File: src/hdl/bpc_pkg.sv
`default_nettype none

package bpc_pkg;

  // One input item: a raw pressure and a raw temperature reading
  typedef struct packed {
    logic [23:0] raw_pressure;
    logic [23:0] raw_temperature;
  } bpc_in_t;

  // One result item
  typedef struct packed {
    logic signed [15:0] temperature_centi;
    logic [24:0]        pressure_centi;
  } bpc_out_t;

  // Configuration register indexes
  typedef enum logic [2:0] {
    REG_CALIB_LOW     = 3'd0,
    REG_CALIB_MID     = 3'd1,
    REG_CALIB_HIGH    = 3'd2,
    REG_TEMP_FLOOR    = 3'd3,
    REG_TEMP_CEILING  = 3'd4,
    REG_PRESS_FLOOR   = 3'd5,
    REG_PRESS_CEILING = 3'd6
  } bpc_reg_t;

  // Unpacked calibration coefficients (integer parts only; scales are fixed)
  typedef struct packed {
    logic [15:0]        t1;
    logic [15:0]        t2;
    logic signed [7:0]  t3;
    logic signed [16:0] p1;
    logic signed [16:0] p2;
    logic signed [7:0]  p3;
    logic signed [7:0]  p4;
    logic [15:0]        p5;
    logic [15:0]        p6;
    logic signed [7:0]  p7;
    logic signed [7:0]  p8;
    logic signed [15:0] p9;
    logic signed [7:0]  p10;
    logic signed [7:0]  p11;
  } bpc_coef_t;

  // Result limits
  typedef struct packed {
    logic signed [15:0] temp_floor;
    logic signed [15:0] temp_ceiling;
    logic [24:0]        press_floor;
    logic [24:0]        press_ceiling;
  } bpc_lim_t;

  // Temperature stage to pressure stage
  typedef struct packed {
    logic signed [27:0] ta;
    logic signed [15:0] tcenti;
    logic [23:0]        rp;
  } bpc_temp_t;

  localparam int TEMP_STAGES  = 9;
  localparam int PRESS_STAGES = 10;
  localparam int TOTAL_LAT    = TEMP_STAGES + PRESS_STAGES;

  localparam logic signed [15:0] TEMP_FLOOR_RST    = -16'sd4000;
  localparam logic signed [15:0] TEMP_CEILING_RST  = 16'sd8500;
  localparam logic [24:0]        PRESS_FLOOR_RST   = 25'd3000000;
  localparam logic [24:0]        PRESS_CEILING_RST = 25'd12500000;

  localparam logic signed [16:0] P_OFFSET = 17'sd16384;

  // Rounding half of 2^46, and of 25 * 2^30; offset 25 * 2^27 for the divide
  localparam logic signed [63:0] TC_HALF = 64'sd35184372088832;
  localparam logic signed [63:0] Y_HALF  = 64'sd13421772800;
  localparam logic signed [63:0] Y_OFS   = 64'sd3355443200;
  // floor(2^33 / 25)
  localparam logic [28:0]        RECIP25 = 29'd343597383;
  localparam int                 RECIP_SHIFT = 33;
  localparam logic [33:0]        DIV25   = 34'd25;
  localparam logic [29:0]        TA_OFS  = 30'd134217728;

endpackage

`default_nettype wire

File: src/hdl/bpc_cfg_regs.sv
`default_nettype none

module bpc_cfg_regs (
  input  wire logic                clk,
  input  wire logic                rst,
  input  wire logic                cfg_valid,
  output logic                     cfg_ready,
  input  wire logic [2:0]          cfg_index,
  input  wire logic [63:0]         cfg_data,
  output bpc_pkg::bpc_coef_t       coef,
  output bpc_pkg::bpc_lim_t        lim
);
  import bpc_pkg::*;

  logic [63:0]  calib_low;
  logic [63:0]  calib_mid;
  logic [39:0]  calib_high;
  logic [167:0] calib;
  bpc_lim_t     lim_reg;

  // Always take writes
  assign cfg_ready = 1'b1;

  // Register file
  always_ff @(posedge clk) begin
    if (rst) begin
      calib_low              <= '0;
      calib_mid              <= '0;
      calib_high             <= '0;
      lim_reg.temp_floor     <= TEMP_FLOOR_RST;
      lim_reg.temp_ceiling   <= TEMP_CEILING_RST;
      lim_reg.press_floor    <= PRESS_FLOOR_RST;
      lim_reg.press_ceiling  <= PRESS_CEILING_RST;
    end else if (cfg_valid) begin
      case (bpc_reg_t'(cfg_index))
        REG_CALIB_LOW:     calib_low             <= cfg_data;
        REG_CALIB_MID:     calib_mid             <= cfg_data;
        REG_CALIB_HIGH:    calib_high            <= cfg_data[39:0];
        REG_TEMP_FLOOR:    lim_reg.temp_floor    <= cfg_data[15:0];
        REG_TEMP_CEILING:  lim_reg.temp_ceiling  <= cfg_data[15:0];
        REG_PRESS_FLOOR:   lim_reg.press_floor   <= cfg_data[24:0];
        REG_PRESS_CEILING: lim_reg.press_ceiling <= cfg_data[24:0];
        default: ;
      endcase
    end
  end

  // Unpack the 21 calibration bytes
  assign calib = {calib_high, calib_mid, calib_low};

  always_comb begin
    coef.t1  = calib[15:0];
    coef.t2  = calib[31:16];
    coef.t3  = calib[39:32];
    coef.p1  = 17'($signed(calib[55:40])) - P_OFFSET;
    coef.p2  = 17'($signed(calib[71:56])) - P_OFFSET;
    coef.p3  = calib[79:72];
    coef.p4  = calib[87:80];
    coef.p5  = calib[103:88];
    coef.p6  = calib[119:104];
    coef.p7  = calib[127:120];
    coef.p8  = calib[135:128];
    coef.p9  = calib[151:136];
    coef.p10 = calib[159:152];
    coef.p11 = calib[167:160];
  end

  assign lim = lim_reg;

endmodule

`default_nettype wire

File: config.mk
export PLATFORM = sky130hd
export DESIGN_NAME = bpc_cfg_regs
export DESIGN_NICKNAME = d
export VERILOG_FILES = /design/src/hdl/bpc_pkg.sv /design/src/hdl/bpc_cfg_regs.sv
export SDC_FILE = /design/constraint.sdc
export NUM_CORES = 1
export LEC_CHECK = 0
export ABC_AREA = 1
export BUFFER_PORTS_ARGS = -buffer_cell sky130_fd_sc_hd__buf_2
export CAP_MARGIN = 20
export CORE_MARGIN = 1.5
export CORE_UTILIZATION = 45
export CTS_CLUSTER_DIAMETER = 40
export DETAILED_ROUTE_END_ITERATION = 12
export PLACE_DENSITY_LB_ADDON = 0.2
export SLEW_MARGIN = 40
export SYNTH_ARGS = -nofsm -noshare
export SYNTH_HDL_FRONTEND = slang
export SYNTH_SLANG_ARGS = --single-unit
File: constraint.sdc
create_clock -name clk -period 3.4 [get_ports clk]
set_clock_uncertainty 0.1 [all_clocks]
set_input_delay 0.68 -clock clk [delete_from_list [all_inputs] [get_ports clk]]
set_output_delay 0.68 -clock clk [all_outputs]
set_load 0.02 [all_outputs]
Yosys cells after proc, flatten, opt, wreduce, memory -nomap -nowiden
Cells that the tools add are included.
Operators by class
  add/subtract/negate cells: 2
  eq/ne operators: 6
  reductions and logical operators: 8
Operators with widths (count)
  16-bit by 16-bit subtractor with 17-bit output, second input constant: 2
  2-bit AND reduction: 7
  3-bit == test, second input constant: 3
  3-bit by 2-bit == test with 1-bit output, second input constant: 2
  3-bit by 1-bit == test with 1-bit output, second input constant: 1
  3-bit logical NOT: 1
Word-level totals
  flip-flop bits (word level): 250
  bits of input ports: 70
  output and inout port bits: 253
  word-level logic and storage cells: 23

Logic depth before layout (Yosys ltp)
Gate-level depths: netlist of the first run.
  depth after elaboration: 2
  gate-level depth with buffers: 7
  depth with buffers taken out: 5

Worst setup path before layout of the first run
Ideal clock, no wire load.
  path type: input port to flip-flop
  start: in cfg_valid
  end: reg calib_low[28]
  library setup time: 0.113 ns
  data arrival time: 1.446 ns
  setup slack: 1.741 ns
  cell stages on the path: 7
  buffers on the path: 2
  cell sequence: inv_1 -> nor2_2 -> buf_2 -> buf_2 -> nand3_1 -> nand2_1 -> nor2_1
Between the ends
  cells in the longest elaborated chain, start to end: 1
Ends and longest elaborated chain
  start: declaration: line bpc_cfg_regs.sv:6  | input wire logic cfg_valid,
  2-bit AND reduction (no source line)
  end signal: assignment: line bpc_cfg_regs.sv:36  | REG_CALIB_LOW: calib_low <= cfg_data;
  end: declaration: line bpc_cfg_regs.sv:15  | logic [63:0] calib_low;
No other way between the ends.
A chain may end at the register's enable or synchronous reset.

==> flow_summary.ini, run 1 <==
[status]
status = complete, no violations

[timing]
grt_setup_unrepaired = false
drv_slew = 0
slew_headroom_pct = 49.4
hold_viol_final = 0
whs_ns = 0.294
setup_viol_count_final = 0
fin_crit_ns = 2.10
worst_pin_slew_ns = 0.759
timing.final.crit_share_pct = 61.9
fin_setup_tns_ns = 0
fmax_mhz = 475

[drt]
avgRoutedWirePerCell_um = 15.6
drc = 0
vias_per_cell = 4.80
antenna_left = 0
first_iter_violations = 590
num_vias = 9825
drt-pass1-iter-count = 5
wl_um = 31900

[layout]
multi_input_area_um2 = 4110
fin_nets = 1774
largest_register_ff_count = 82
n_fill_cell = 2285
final_area_um2 = 13000
drive_gt1_share_pct = 24.4
register_area_um2 = 5000
synthToLayoutAreaGrowth_pct = 21.0
diodes = 0

[clocking]
cts_resized = 0
postCtsSetupRepairBufs = 0
cts.clk_slew.worst_paths_ns = 0.05
cts.sinks = 250
clk-insertion-delay-late_ns = 0.50
cts_hold_buf = 0
cts_tree = built
clockBufferDepth = 3
htree_levels = 2
cts_buffers = 40
cts_root_buffer = clkbuf_16

[critical_path]
crit_path_start_kind = flip-flop
crit_fanout = 2
critPathCaptureType = output port
worstPathRequired_ns = 2.62
regToRegSetupSlack_ns = 2.68
worstSetupPathType = reg2out
crit_arrival_ns = 1.32
reg2reg_depth = 2
r2r_start = lim[78]
r2r_end = lim[78]

[worst_hold_path]
hold_path_end = lim[54]
holdPathStages = 3
hp-start = cfg_data[4]
hp-class = in2reg

[pwr]
powerDensity_nw_per_um2 = 611
vdd_ir_drop_max_mv = 0.362
p_total_mw = 7.92
p_leak_nw = 6.50

[global_route]
grt_pass1_vias = 8918
globalRouteOverflowTotal = 0
grtUsageTotal_pct = 25.1
grt_max_degree = 115
grt_pass1_wl_um = 48300
antenna_found_initial = 0

[logic_synthesis]
synth_top_cell_by_area = dfxtp_1
synth_area_leaders = dfxtp_1 47%, nor2_1 15%, nand3_1 12%
ys_warn_count = 0
yosysMostFrequentCell = nor2_1
yosysTopAreaCellShare_pct = 46.7
netlist_area_um2 = 10700
synthTopCellsByCount = 438 x nor2_1, 292 x nand2_1, 250 x dfxtp_1, 250 x nand3_1, 125 x buf_4
synthesis.nets = 1610
avgSynthCellArea_um2 = 6.97
synth_flop_cell = dfxtp_1
synthCells = 1538
synth_edf_count = 0
ys_ff_latch = 250
async_reset_ff_share_pct = 0
ys_types = 14
ys_seq_area_share_pct = 46.7

[floorplan]
rows = 56
coreArea_um2 = 23400
io_pins = 323
start_util_pct = 45.8
die_w_um = 157
fp.dieArea_um2 = 24700
fp.dieH_um = 157

[place]
portBuffers = 321
dpl.hpwl_um = 21100
routabilityCongestion = 0.780
dpl_cell_area_um2 = 11600

[job]
drv_cap = 0
## worst max-delay path by stage
stage | from | endpoint | slack [ns] | cells past startpoint
4_1_cts | calib_mid[7] | coef[111] | 1.27 | 3
3_3_place_gp | cfg_index[2] | calib_mid[4] | 1.11 | 7
5_1_grt | calib_mid[7] | coef[111] | 1.23 | 3
3_5_place_dp | cfg_index[2] | calib_mid[23] | 1.09 | 7
6_report | calib_mid[7] | coef[111] | 1.30 | 3
2_1_floorplan | cfg_valid | calib_low[28] | 1.74 | 7
## through the flow
step / utilization, % / instances / setup slack (ns)
after floorplan: - / 1538 / 1.74
after global placement: 49.7 / 1979 / 1.11
after detailed placement: 49.7 / 1979 / 1.09
after CTS: 55.4 / 2047 / 1.27
after global routing: 55.4 / 2047 / 1.23
final: 55.4 / 2047 / 1.30
## cell type report
cell class / count / area share (%)
Sequential cell: 250 / 38.6
Multi-Input combinational cell: 991 / 31.7
Timing Repair Buffer: 342 / 14.0
Clock buffer: 46 / 8.21
Tap cell: 319 / 3.08
Inverter: 77 / 2.29
Clock inverter: 22 / 2.08
## worst max-delay path, cell delays in order, from the launching register on
cell and delay (ns):
dfxtp_1 0.33, inv_1 0.07, ha_1 0.26, buf_2 0.16
## placed cells by master, fill, tap and decap left out
cell type and count:
buf_12 4, buf_2 321, buf_4 17, bufinv_16 5, clkbuf_1 3, clkbuf_16 41
clkbuf_8 2, clkinv_2 7, clkinv_4 6, clkinvlp_4 2, conb_1 1, dfxtp_1 250
ha_1 2, inv_1 73, inv_2 3, inv_6 2, inv_8 1, nand2_1 292
nand2_2 1, nand3_1 250, nor2_1 435, nor2_2 3, nor2_4 7
## metal layers
metal | vias to the layer above | GRT usage [%] | wire length [µm]
met2 | 387 | 39.9 | 14600
met1 | 4417 | 32.0 | 13500
met3 | 71 | 6.72 | 2660
met5 | - | 0 | 0
li1 | 4950 | - | -
met4 | 0 | 10.5 | 1170
## power by group
part           internal, mW  switching (mW)  total [mW]
clock network          2.63            1.42        4.05
logic                 0.234           0.543       0.776
registers              3.04          0.0517        3.09
total                  5.90            2.02        7.92
## kinds of logic (layout without fill, tap and decap cells)
group / after synthesis / count (layout) / share of synthesized area [%]
adders and majority gates: 2 / 2 / 0.234
buffers and inverters: 297 / 487 / 15.3
DFF: 250 / 250 / 46.7
other: 1 / 1 / 0.0350
and+or+nand+nor: 988 / 988 / 37.7
(Power assumes the default switching activity.)
==> inputs of run 2 (changes only) <==
--- a/config.mk
+++ b/config.mk
@@ -5,7 +5,7 @@
 export SDC_FILE = /design/constraint.sdc
 export NUM_CORES = 1
 export LEC_CHECK = 0
-export ABC_AREA = 1
+export ABC_AREA = 0
 export BUFFER_PORTS_ARGS = -buffer_cell sky130_fd_sc_hd__buf_2
 export CAP_MARGIN = 20
 export CORE_MARGIN = 1.5
==> constraint.sdc (replaced) <==
create_clock -name clk -period 2.15 [get_ports clk]
set_clock_uncertainty 0.1 [all_clocks]
set_input_delay 0.43 -clock clk [delete_from_list [all_inputs] [get_ports clk]]
set_output_delay 0.43 -clock clk [all_outputs]
set_load 0.02 [all_outputs]
==> run 2 against run 1 <==
  * Largest cell class unchanged
  * Routed wire length fell by 17%
  * Worst setup slack got worse by 0.98 ns
  * Critical path depth unchanged
  * Die area rose by 2.1%
  * Synthesized cell count down 32%
  * Non-clock buffer count rose by 5
  * Hold slack got worse by 0.19 ns
  * Synthesized area is 2.1% higher
  * Design area up 2.4%
  * Final cell count shrank 23%
  * Critical path type unchanged
  * Combinational power grew 8.0%
==> flow_summary.ini, run 2 <==
[critical_path]
reg2reg_depth = 2
crit_arrival_ns = 1.31
crit_path_start_kind = flip-flop
critPathCaptureType = output port
worstSetupPathType = reg2out
regToRegSetupSlack_ns = 1.42
crit_fanout = 2
worstPathRequired_ns = 1.62
cp-endpoint = coef[128]
r2r_end = lim[14]
r2r_start = lim[14]
cp-startpoint = calib_low[55]

[pwr]
p_leak_nw = 6.75
p_int_mw = 9.11
p_total_mw = 11.7
powerDensity_nw_per_um2 = 882
vdd_ir_drop_max_mv = 0.510
clock_power_share_pct = 51.9
switchingPower_mw = 2.60
seqPwrFrac_pct = 40.9
pwr-share-comb_pct = 7.2
swShare_pct = 22.2

[global_route]
grt_pass1_vias = 7530
globalRouteOverflowTotal = 0
grt_pass1_wl_um = 41800
grtUsageTotal_pct = 20.6
antenna_found_initial = 2
grt_max_degree = 58

[timing]
drv_slew = 0
fin_setup_tns_ns = 0
slew_headroom_pct = 63.6
timing.final.crit_share_pct = 85.4
worst_slack_ns = 0.314
worst_pin_slew_ns = 0.544
grt_setup_unrepaired = false
fmax_mhz = 545
fin_crit_ns = 1.84
hold_viol_final = 0
setup_viol_count_final = 0

[floorplan]
coreArea_um2 = 23700
die_w_um = 159
io_pins = 323
fp.dieH_um = 159
fp.dieArea_um2 = 25300
start_util_pct = 46.2
rows = 56

[logic_synthesis]
yosysMostFrequentCell = nand2b_1
synth_area_leaders = dfxtp_1 46%, mux2i_1 23%, nand2b_1 16%
async_reset_ff_share_pct = 0
netlist_area_um2 = 10900
synthTopCellsByCount = 281 x nand2b_1, 250 x dfxtp_1, 250 x mux2i_1, 130 x buf_4, 53 x nor2_1
ys_seq_area_share_pct = 45.7
avgSynthCellArea_um2 = 10.4
ys_types = 18
synth_top_cell_by_area = dfxtp_1
yosysTopAreaCellShare_pct = 45.7
synth_flop_cell = dfxtp_1
ys_ff_latch = 250
ys_warn_count = 0
synthCells = 1049
synth_edf_count = 0
synthesis.nets = 1121

[place]
dp.cells = 1520
dpl_cell_area_um2 = 12000
routabilityCongestion = 0.789
pre_cts_slack_ns = 0.246
dpl.hpwl_um = 18500
portBuffers = 321

[layout]
drive_gt1_share_pct = 32.3
final_area_um2 = 13300
final_common_cell = buf_2
synthToLayoutAreaGrowth_pct = 21.4
n_fill_cell = 2146
largest_register_ff_count = 82
fin_nets = 1311
fin_cells = 1583
final_cell_mix = 320 x buf_2, 281 x nand2b_1, 250 x mux2i_1, 250 x dfxtp_1, 53 x nor2_1

[clocking]
cts_root_buffer = clkbuf_16
cts_hold_buf = 0
clk-insertion-delay-late_ns = 0.49
postCtsSetupRepairBufs = 0
clockBufferDepth = 3
cts_buffers = 36
cts_tree = built
cts.sinks = 250
htree_levels = 2
cts.clk_slew.worst_paths_ns = 0.06
cts_resized = 0

[drt]
vias_per_cell = 4.66
avgRoutedWirePerCell_um = 16.8
wl_um = 26600
drc = 0
antenna_left = 0
drt-pass1-iter-count = 4
num_vias = 7375
first_iter_violations = 349

[worst_hold_path]
hp-class = in2reg

[status]
status = complete, no violations

[job]
drv_cap = 0
-- run 2: cell types whose count changed after synthesis, moves of 67 or more --
cell,before,now
inv_1,73,6
mux2i_1,0,250
nand2_1,292,0
nand2b_1,0,281
nand3_1,250,0
nor2_1,438,53
-- run 2: area by class of cell --
| class | instances | area, µm² | area share [%] |
|---|---|---|---|
| multi-input combinational | 598 | 4660 | 35.1 |
| inverter | 6 | 22.5 | 0.170 |
| sequential | 250 | 5000 | 37.7 |
| antenna | 1 | 2.50 | 0.0188 |
| timing repair buffer | 347 | 1950 | 14.7 |
| clock buffer | 48 | 1010 | 7.59 |
| clock inverter | 14 | 240 | 1.81 |
| tap | 319 | 399 | 3.01 |
-- run 2: cells by family (layout without fill, tap and decap cells) --
| kind of cell | after synthesis | after routing | synth area share (%) |
|---|---|---|---|
| multiplexers | 250 | 250 | 22.9 |
| buffers and inverters | 201 | 415 | 12.2 |
| other | 1 | 2 | 0.0343 |
| adder cells (fa/ha/maj) | 2 | 2 | 0.229 |
| AND/OR/NAND/NOR | 345 | 345 | 18.9 |
| flip-flops | 250 | 250 | 45.7 |
-- run 2: worst min-delay path by stage --
stage	startpoint	endpoint	slack, ns	cells after the start
after detailed placement	calib_low[22]	calib_low[22]	0.36	2
after global routing	cfg_data[7]	lim[32]	0.11	3
final	cfg_data[20]	lim[20]	0.11	3
after global placement	calib_low[34]	calib_low[34]	0.36	2
after CTS	cfg_data[20]	lim[20]	0.1	3
after floorplan	calib_low[0]	calib_low[0]	0.35	2
-- run 2: critical path: stages (launching register included) --
cell and delay, ns:
dfxtp_1 0.33, inv_1 0.04, ha_1 0.27, buf_2 0.16
-- run 2: power groups by stage --
stage / sequential (mW) / clock [mW] / combinational (mW)
2_1_floorplan: 4.94 / 0 / 0.542
3_3_place_gp: 4.89 / 0 / 0.842
3_5_place_dp: 4.89 / 0 / 0.847
4_1_cts: 4.79 / 6.22 / 0.850
5_1_grt: 4.80 / 6.44 / 0.900
6_report: 4.79 / 6.08 / 0.838
-- run 2: per-stage QoR --
stage | utilization (%) | hold WS [ns]
after floorplan | - | 0.349
after global placement | 50.8 | 0.355
after detailed placement | 50.8 | 0.360
after CTS | 56.1 | 0.0966
after global routing | 56.1 | 0.112
final | 56.1 | 0.109
-- run 2: metal layers --
layer | GRT usage, % | vias to the layer above | wire length (µm) | share of wire (%)
li1 | - | 3664 | - | -
met1 | 24.8 | 3435 | 11500 | 43
met2 | 34.9 | 231 | 12400 | 47
met3 | 6.67 | 43 | 2080 | 7.8
met4 | 6.39 | 2 | 588 | 2.2
met5 | 0 | - | 13 | 0.049
